$ cat src/hdl/decimal_rle_decoder_defines.svh
// Assertion macros shared by the decimal run-length decoder RTL.
`ifndef DECIMAL_RLE_DECODER_DEFINES_SVH
`define DECIMAL_RLE_DECODER_DEFINES_SVH

// Check a condition at every clock edge outside reset.
`define DRLE_ASSERT_ALWAYS(label, cond, msg) \
    label: assert property (@(posedge aclk) disable iff (!aresetn) (cond)) \
        else $error(msg);

// Check that a trigger is followed by a condition in the next cycle.
`define DRLE_ASSERT_NEXT(label, trig, cond, msg) \
    label: assert property (@(posedge aclk) disable iff (!aresetn) (trig) |=> (cond)) \
        else $error(msg);

`endif

$ cat src/hdl/drle_pkg.sv
// Types and constants of the decimal run-length decoder.
package drle_pkg;

    // Result status codes
    typedef enum logic [2:0] {
        ST_OK             = 3'd0,
        ST_MISSING_COUNT  = 3'd1,
        ST_ZERO_COUNT     = 3'd2,
        ST_MISSING_SYMBOL = 3'd3,
        ST_RUN_LONG       = 3'd4,
        ST_TOTAL_LONG     = 3'd5,
        ST_UNPRINTABLE    = 3'd6
    } status_t;

    // Configuration register indexes
    typedef enum logic [1:0] {
        CFG_STRICT    = 2'd0,
        CFG_MAX_RUN   = 2'd1,
        CFG_MAX_TOTAL = 2'd2
    } cfg_index_t;

    localparam int unsigned CFG_DATA_BITS  = 32;
    localparam int unsigned MAX_RUN_BITS   = 20;
    localparam int unsigned MAX_TOTAL_BITS = 32;

    localparam logic [MAX_RUN_BITS-1:0]   MAX_RUN_RESET   = 20'd10000;
    localparam logic [MAX_TOTAL_BITS-1:0] MAX_TOTAL_RESET = 32'd1000000;

    localparam logic [7:0] DIGIT_LOW  = 8'h30;
    localparam logic [7:0] DIGIT_HIGH = 8'h39;
    localparam logic [7:0] PRINT_LOW  = 8'd32;
    localparam logic [7:0] PRINT_HIGH = 8'd126;

endpackage

$ cat src/hdl/decimal_rle_decoder.sv
// Decimal run-length decoder: one request in, at most one run item out per byte.
// Frames arrive one byte per request as groups of decimal digits followed by a
// symbol byte; each symbol (or error) yields one result with the symbol, the run
// length and the frame's running total. The block sustains one byte per cycle
// unless a result waits for m_ready: an input register holds the byte,
// combinational logic (count*10+digit, one total add and the limit compares)
// updates the frame state, and result and valid land in an output register.
// A waiting result still lets one more byte be taken into the input
// register. After an error the rest of the frame is dropped silently up to the
// byte marked frame_end. Configuration writes are taken in any cycle, but are
// only to be issued while the block is idle.
module decimal_rle_decoder #(
    parameter int unsigned COUNT_BITS = 20,
    parameter int unsigned TOTAL_BITS = 32
) (
    input  logic                   aclk,
    input  logic                   aresetn,

    // Configuration write channel
    input  logic                   cfg_valid,
    output logic                   cfg_ready,
    input  logic [1:0]             cfg_index,
    input  logic [31:0]            cfg_data,

    // Byte input channel
    input  logic                   s_valid,
    output logic                   s_ready,
    input  logic [7:0]             s_in_byte,
    input  logic                   s_frame_end,

    // Run result channel
    output logic                   m_valid,
    input  logic                   m_ready,
    output logic [7:0]             m_symbol,
    output logic [COUNT_BITS-1:0]  m_run_length,
    output logic [TOTAL_BITS-1:0]  m_total_length,
    output logic [2:0]             m_status,
    output logic                   m_frame_last
);

    `include "decimal_rle_decoder_defines.svh"

    localparam int unsigned PROD_W   = COUNT_BITS + 4;
    localparam int unsigned SUM_W    = ((TOTAL_BITS > COUNT_BITS) ? TOTAL_BITS : COUNT_BITS) + 1;
    localparam int unsigned RCMP_W   = (COUNT_BITS > drle_pkg::MAX_RUN_BITS) ?
                                       COUNT_BITS : drle_pkg::MAX_RUN_BITS;
    localparam int unsigned TCMP_W   = (TOTAL_BITS > drle_pkg::MAX_TOTAL_BITS) ?
                                       TOTAL_BITS : drle_pkg::MAX_TOTAL_BITS;
    localparam logic [COUNT_BITS-1:0] COUNT_MAX = '1;
    localparam logic [TOTAL_BITS-1:0] TOTAL_MAX = '1;

    // Configuration registers
    logic                                strict_reg;
    logic [drle_pkg::MAX_RUN_BITS-1:0]   max_run_reg;
    logic [drle_pkg::MAX_TOTAL_BITS-1:0] max_total_reg;

    // Input register
    logic       in_valid_reg;
    logic [7:0] in_byte_reg;
    logic       in_last_reg;

    // Frame state
    logic [COUNT_BITS-1:0] count_acc_reg, count_acc_next;
    logic [TOTAL_BITS-1:0] total_acc_reg, total_acc_next;
    logic                  digits_seen_reg, digits_seen_next;
    logic                  count_sat_reg, count_sat_next;
    logic                  dropping_reg, dropping_next;

    // Output register
    logic                  m_valid_reg;
    logic [7:0]            symbol_reg;
    logic [COUNT_BITS-1:0] run_reg;
    logic [TOTAL_BITS-1:0] total_reg;
    drle_pkg::status_t     status_reg;
    logic                  last_reg;

    // Per-byte datapath
    logic                  is_digit;
    logic [3:0]            digit_val;
    logic [PROD_W-1:0]     prod;
    logic                  prod_sat;
    logic [COUNT_BITS-1:0] count_new;
    logic [SUM_W-1:0]      sum;
    logic                  sum_over;
    logic [TOTAL_BITS-1:0] total_new;
    logic                  run_over;
    logic                  total_over;
    logic                  unprintable;
    logic                  emit;
    logic [7:0]            res_symbol;
    logic [COUNT_BITS-1:0] res_run;
    logic [TOTAL_BITS-1:0] res_total;
    drle_pkg::status_t     res_status;
    logic                  out_free;
    logic                  advance;

    // Handshakes
    assign cfg_ready = 1'b1;
    assign out_free  = !m_valid_reg || m_ready;
    assign advance   = in_valid_reg && (!emit || out_free);
    assign s_ready   = !in_valid_reg || advance;

    // Configuration writes
    always_ff @(posedge aclk) begin
        if (!aresetn) begin
            strict_reg    <= 1'b0;
            max_run_reg   <= drle_pkg::MAX_RUN_RESET;
            max_total_reg <= drle_pkg::MAX_TOTAL_RESET;
        end else if (cfg_valid && cfg_ready) begin
            unique case (cfg_index)
                drle_pkg::CFG_STRICT:    strict_reg    <= cfg_data[0];
                drle_pkg::CFG_MAX_RUN:   max_run_reg   <= cfg_data[drle_pkg::MAX_RUN_BITS-1:0];
                drle_pkg::CFG_MAX_TOTAL: max_total_reg <= cfg_data[drle_pkg::MAX_TOTAL_BITS-1:0];
                default: ;
            endcase
        end
    end

    // Input register: load on accept, empty when the byte moves on
    always_ff @(posedge aclk) begin
        if (!aresetn) begin
            in_valid_reg <= 1'b0;
        end else if (s_valid && s_ready) begin
            in_valid_reg <= 1'b1;
        end else if (advance) begin
            in_valid_reg <= 1'b0;
        end
    end

    always_ff @(posedge aclk) begin
        if (s_valid && s_ready) begin
            in_byte_reg <= s_in_byte;
            in_last_reg <= s_frame_end;
        end
    end

    // Digit accumulate: count*10 + digit as shift-add, saturate on overflow
    always_comb begin
        is_digit  = (in_byte_reg >= drle_pkg::DIGIT_LOW) && (in_byte_reg <= drle_pkg::DIGIT_HIGH);
        digit_val = 4'(in_byte_reg - drle_pkg::DIGIT_LOW);
        prod      = (PROD_W'(count_acc_reg) << 3) + (PROD_W'(count_acc_reg) << 1)
                    + PROD_W'(digit_val);
        prod_sat  = |prod[PROD_W-1:COUNT_BITS];
        count_new = prod_sat ? COUNT_MAX : prod[COUNT_BITS-1:0];
    end

    // Run total and limit checks
    always_comb begin
        sum         = SUM_W'(total_acc_reg) + SUM_W'(count_acc_reg);
        sum_over    = sum > SUM_W'(TOTAL_MAX);
        total_new   = sum_over ? TOTAL_MAX : sum[TOTAL_BITS-1:0];
        run_over    = count_sat_reg ||
                      (strict_reg && (RCMP_W'(count_acc_reg) > RCMP_W'(max_run_reg)));
        total_over  = sum_over ||
                      (strict_reg && (TCMP_W'(total_new) > TCMP_W'(max_total_reg)));
        unprintable = strict_reg &&
                      ((in_byte_reg < drle_pkg::PRINT_LOW) || (in_byte_reg > drle_pkg::PRINT_HIGH));
    end

    // Frame state update and result selection
    always_comb begin
        count_acc_next   = count_acc_reg;
        total_acc_next   = total_acc_reg;
        digits_seen_next = digits_seen_reg;
        count_sat_next   = count_sat_reg;
        dropping_next    = dropping_reg;
        emit             = 1'b0;
        res_symbol       = in_byte_reg;
        res_run          = '0;
        res_total        = total_acc_reg;
        res_status       = drle_pkg::ST_OK;

        if (dropping_reg) begin
            // Drop until frame end
            emit = 1'b0;
        end else if (is_digit) begin
            count_acc_next   = count_new;
            count_sat_next   = count_sat_reg || prod_sat;
            digits_seen_next = 1'b1;
            if (in_last_reg) begin
                emit       = 1'b1;
                res_symbol = '0;
                res_run    = count_new;
                res_status = drle_pkg::ST_MISSING_SYMBOL;
            end
        end else if (!digits_seen_reg) begin
            emit       = 1'b1;
            res_status = drle_pkg::ST_MISSING_COUNT;
        end else begin
            emit    = 1'b1;
            res_run = count_acc_reg;
            if (count_acc_reg == '0) begin
                res_status = drle_pkg::ST_ZERO_COUNT;
            end else if (run_over) begin
                res_status = drle_pkg::ST_RUN_LONG;
            end else if (unprintable) begin
                res_status = drle_pkg::ST_UNPRINTABLE;
            end else begin
                res_total      = total_new;
                total_acc_next = total_new;
                if (total_over) begin
                    res_status = drle_pkg::ST_TOTAL_LONG;
                end
            end
            count_acc_next   = '0;
            digits_seen_next = 1'b0;
            count_sat_next   = 1'b0;
        end

        // Clear frame state at frame end or on error
        if (in_last_reg || (emit && (res_status != drle_pkg::ST_OK))) begin
            count_acc_next   = '0;
            total_acc_next   = '0;
            digits_seen_next = 1'b0;
            count_sat_next   = 1'b0;
            dropping_next    = !in_last_reg;
        end
    end

    // Frame state registers: advance with the input byte
    always_ff @(posedge aclk) begin
        if (!aresetn) begin
            count_acc_reg   <= '0;
            total_acc_reg   <= '0;
            digits_seen_reg <= 1'b0;
            count_sat_reg   <= 1'b0;
            dropping_reg    <= 1'b0;
        end else if (advance) begin
            count_acc_reg   <= count_acc_next;
            total_acc_reg   <= total_acc_next;
            digits_seen_reg <= digits_seen_next;
            count_sat_reg   <= count_sat_next;
            dropping_reg    <= dropping_next;
        end
    end

    // Output register valid
    always_ff @(posedge aclk) begin
        if (!aresetn) begin
            m_valid_reg <= 1'b0;
        end else if (advance && emit) begin
            m_valid_reg <= 1'b1;
        end else if (m_ready) begin
            m_valid_reg <= 1'b0;
        end
    end

    // Output register payload
    always_ff @(posedge aclk) begin
        if (advance && emit) begin
            symbol_reg <= res_symbol;
            run_reg    <= res_run;
            total_reg  <= res_total;
            status_reg <= res_status;
            last_reg   <= in_last_reg || (res_status != drle_pkg::ST_OK);
        end
    end

    assign m_valid        = m_valid_reg;
    assign m_symbol       = symbol_reg;
    assign m_run_length   = run_reg;
    assign m_total_length = total_reg;
    assign m_status       = status_reg;
    assign m_frame_last   = last_reg;

    // Assertions
    `DRLE_ASSERT_ALWAYS(a_error_ends_frame,
        !m_valid_reg || (status_reg == drle_pkg::ST_OK) || last_reg,
        "error result without frame_last")
    `DRLE_ASSERT_ALWAYS(a_ok_run_nonzero,
        !m_valid_reg || (status_reg != drle_pkg::ST_OK) || (run_reg != '0),
        "ok result with zero run length")
    `DRLE_ASSERT_ALWAYS(a_idle_count_clear,
        digits_seen_reg || ((count_acc_reg == '0) && !count_sat_reg),
        "count state set without digits")
    `DRLE_ASSERT_ALWAYS(a_drop_no_digits,
        !dropping_reg || (!digits_seen_reg && (total_acc_reg == '0)),
        "frame state held while dropping")
    `DRLE_ASSERT_NEXT(a_error_starts_drop,
        advance && emit && (res_status != drle_pkg::ST_OK) && !in_last_reg,
        dropping_reg,
        "error inside frame did not start dropping")

endmodule
$ cat config.mk
export PLATFORM = sky130hd
export DESIGN_NAME = decimal_rle_decoder
export DESIGN_NICKNAME = d
export VERILOG_FILES = /design/src/hdl/drle_pkg.sv /design/src/hdl/decimal_rle_decoder.sv
export VERILOG_INCLUDE_DIRS = /design/src /design/src/hdl
export SDC_FILE = /design/constraint.sdc
export NUM_CORES = 1
export LEC_CHECK = 0
export BUFFER_PORTS_ARGS = -buffer_cell sky130_fd_sc_hd__buf_2
export CAP_MARGIN = 20
export CORE_MARGIN = 5
export CORE_UTILIZATION = 60
export DETAILED_ROUTE_END_ITERATION = 10
export GPL_ROUTABILITY_DRIVEN = 1
export PLACE_DENSITY = 0.88
export SLEW_MARGIN = 20
export SYNTH_ARGS = -nofsm -noshare
export SYNTH_HDL_FRONTEND = slang
export SYNTH_SLANG_ARGS = --single-unit
$ cat constraint.sdc
create_clock -name aclk -period 6.73 [get_ports aclk]
set_input_delay 1.6825 -clock aclk [delete_from_list [all_inputs] [get_ports aclk]]
set_output_delay 1.6825 -clock aclk [all_outputs]
set_load 0.02 [all_outputs]
==> summary.txt <==
Run status
  – Status: finished clean

Logic synthesis
  – Top cell type's share of synthesized area: 20.2%
  – Mapped cell area: 10900 µm²
  – Cell taking the most area after synthesis: dfxtp_1
  – Seq cells post-synth: 183
  – Synth warn: 0
  – Area contributors post-synth: dfxtp_1 (20%), edfxtp_1 (20%), ha_1 (13%)
  – Fraction of registers with async set/reset: 0%
  – Mux cell area share after synthesis: 1.94%
  – Top_reg_cell synth: dfxtp_1
  – Simple-gate share of the synthesized area: 16.7%
  – Post-synthesis compound-gate area fraction: 20.5%
  – Unique cell type count in the Yosys netlist: 74
  – Synth top cells by count: nand2_1 (177), ha_1 (111), dfxtp_1 (110), nor2_1 (77), edfxtp_1 (73)
  – Post-synth EDFFs: 73
  – Synth Area in Adders: 13.3%
  – Syn Inst Count: 1180
  – Top-count cell post-synth: nand2_1
  – Largest family of logic cells by synthesized area: compound AO/OA/AOI/OAI gates
  – Avg Inst Size Synth: 9.25 µm²
  – Sequential fraction of the synthesis area: 40.3%
  – Synth Area in XOR/XNOR: 2.89%
  – Syn nets: 1342

STA
  – Worst Max-Slew Pin Slew: 1.18 ns
  – Final Max Tran Viols: 0
  – Final Skew: 0.0124 ns
  – Final setup margin: 1.10 ns
  – # setup viols final: 0
  – Unrepaired setup endpoints after global routing: no
  – Min Tclk post-route: 5.63 ns
  – F_max: 178 MHz
  – Relative slew slack: 21.5%
  – Setup_tns: 0 ns
  – Fin crit share: 83.6%
  – Final-report hold violation count: 0

CTS
  – CTS tree: done
  – Hold buffers post-CTS: 0
  – Num Clock Sinks: 183
  – Worst-path clk slew: 0.06 ns
  – CTS H-Tree Depth: 4
  – TritonCTS Buffers: 17
  – Clock Path Buffers: 2
  – # Post-CTS Setup Buffers: 0
  – Post-CTS Resized: 0
  – Skew-Pair Late Insertion Delay: 0.44 ns
  – Clk root buf: clkbuf_16

Setup path
  – Critical Path Start Type: flop
  – Worst path slowest cell: nand2_1
  – Critical path cell sequence: ha_1 > inv_1 > fa_1 > nand2b_1 > a21oi_2 > o311ai_1 > a31o_2 > a21oi_2 > nand2_1 > nand2b_1 > mux2_2 > ha_1 > nand4_1 > or4_1 > o21ai_1 > a31oi_1 > a41oi_1 > and3_4 > o21a_4 > and3_4 > a22o_1
  – CP Class: reg2reg
  – CP bufs+invs: 1
  – Critical path capture point type: flop
  – Max Fanout on Critical Path: 27
  – Critical Path RT: 7.10 ns
  – Critical path arrival: 6.00 ns
  – Largest delay share family, worst path: simple AND/OR/NAND/NOR gates
  – Crit-path max cell delay: 0.57 ns

Global routing
  – Gr ovfl total: 0
  – Tot GR Track Use: 27.4%
  – Pin count of the biggest net entering global routing: 67
  – First-pass GRT wire length: 45.0 mm
  – Initial antenna violation count: 0
  – Vias in the first global route: 8545

Placement
  – Dpl cells: 1475
  – Setup WS pre-CTS: 1.17 ns
  – PortBufs: 113
  – RePlAce Congestion: 0.975
  – Area after DPL: 11600 µm²
  – DP HPWL: 20.6 mm

Layout
  – Nets: 1427
  – Finished Layout Cells: 1507
  – Layout area overhead: 10.8%
  – Final instance area: 12100 µm²
  – Share of cells above drive strength 1: 14.2%
  – Post-layout util: 67.3%
  – Antenna Diode Count: 0

Routing
  – Routed wire length: 28.4 mm
  – Via count: 9330
  – DRT antenna net count: 0
  – Drt wl/cell: 18.8 µm
  – Drt drc: 0
  – Detail-routed via count per cell: 6.19
  – Router iterations before antenna repair: 5
  – DR iter-0 viols: 1060

Die
  – Initial Util: 60.8%
  – Die H: 145 µm
  – Die width: 145 µm
  – Io pins: 115
  – Total core area: 18000 µm²
  – Die footprint: 21000 µm²
  – Row count: 49

Pwr
  – VDD IR max: 0.198 mV
  – Pwr Density: 199 nW/µm²
  – Leak Pwr: 5.22 nW

Run
  – Max-cap violation count: 0

Worst hold path
  – Hold Crit Class: reg2reg
per-stage QoR:
stage          power (mW)  hold slack (ns)
3_5_place_dp         1.51            0.462
6_report             2.40            0.469
4_1_cts              2.40            0.473
3_3_place_gp         1.50            0.455
5_1_grt              2.49            0.496
2_1_floorplan        1.42            0.443
cells in the final DEF (no fill, tap or decap), types with 5 or more instances in the layout:
cell / Yosys / routed
a22o_1: 32 / 32
nand3_1: 23 / 23
ha_1: 111 / 111
o211ai_1: 16 / 16
o21a_1: 11 / 11
and3_1: 14 / 14
nor2_1: 77 / 76
dfxtp_1: 110 / 110
mux2_2: 17 / 17
nand2_1: 177 / 177
edfxtp_1: 73 / 73
a31oi_1: 26 / 26
xor2_1: 13 / 13
xnor2_1: 23 / 23
o2bb2ai_1: 15 / 15
nor3_1: 8 / 8
inv_1: 68 / 68
o21bai_1: 7 / 7
nand4_1: 16 / 16
a21o_1: 17 / 17
and2_1: 18 / 18
a21oi_1: 57 / 57
nor4_1: 7 / 7
nor3b_1: 5 / 5
nor2b_1: 9 / 9
nand2b_1: 9 / 9
a21boi_0: 43 / 43
o21ai_0: 48 / 48
a211oi_1: 12 / 12
clkbuf_16: 0 / 17
buf_2: 5 / 113
worst register-to-register path, stage by stage (launching register included):
cell and delay [ns]:
dfxtp_1 0.54, ha_1 0.26, inv_1 0.06, fa_1 0.39, nand2b_1 0.19, a21oi_2 0.16, o311ai_1 0.14, a31o_2 0.31
a21oi_2 0.32, nand2_1 0.57, nand2b_1 0.23, mux2_2 0.20, ha_1 0.14, nand4_1 0.12, or4_1 0.53, o21ai_1 0.14
a31oi_1 0.06, a41oi_1 0.24, and3_4 0.23, o21a_4 0.15, and3_4 0.40, a22o_1 0.20
area by class of cell:
type | count | area (µm²)
clock buffer | 20 | 437
tap | 229 | 287
clock inverter | 12 | 80.1
fill | 1412 | 5870
sequential | 183 | 4390
timing repair buffer | 116 | 588
inverter | 68 | 255
multi-input combinational | 879 | 6050
where the power goes:
group | internal, mW | switching (mW)
Clock | 0.471 | 0.443
Combinational | 0.0929 | 0.176
Sequential | 1.19 | 0.0238
path summary, 6_finish.rpt:
path | slack [ns] | start | cells after the start | end
worst max-delay path | 1.10 | count_acc_reg[0]$_SDFFE_PN0P_ | 21 | total_acc_reg[10]$_SDFFE_PN0P_
worst min-delay path | 0.47 | max_run_reg[3]$_SDFFE_PN0P_ | 2 | max_run_reg[3]$_SDFFE_PN0P_
worst min register to register | 0.47 | max_run_reg[3]$_SDFFE_PN0P_ | 2 | max_run_reg[3]$_SDFFE_PN0P_
worst max register to register | 1.10 | count_acc_reg[0]$_SDFFE_PN0P_ | 21 | total_acc_reg[10]$_SDFFE_PN0P_
routing by layer:
metal	up-vias	global-route usage, %	wire length, µm
met2	481	40.7	12300
li1	4453	-	-
met1	4327	40.0	12400
met5	-	0	0
met3	69	4.80	2750
met4	0	10.4	973
kinds of logic after synthesis:
| kind of cell | count (synthesis) |
|---|---|
| compound gates | 321 |
| xor+xnor | 36 |
| simple gates | 388 |
| mux | 19 |
| flops | 183 |
| other cells | 1 |
| buf+inv | 118 |
| fa+ha+maj | 114 |
(Power assumes the default switching activity.)
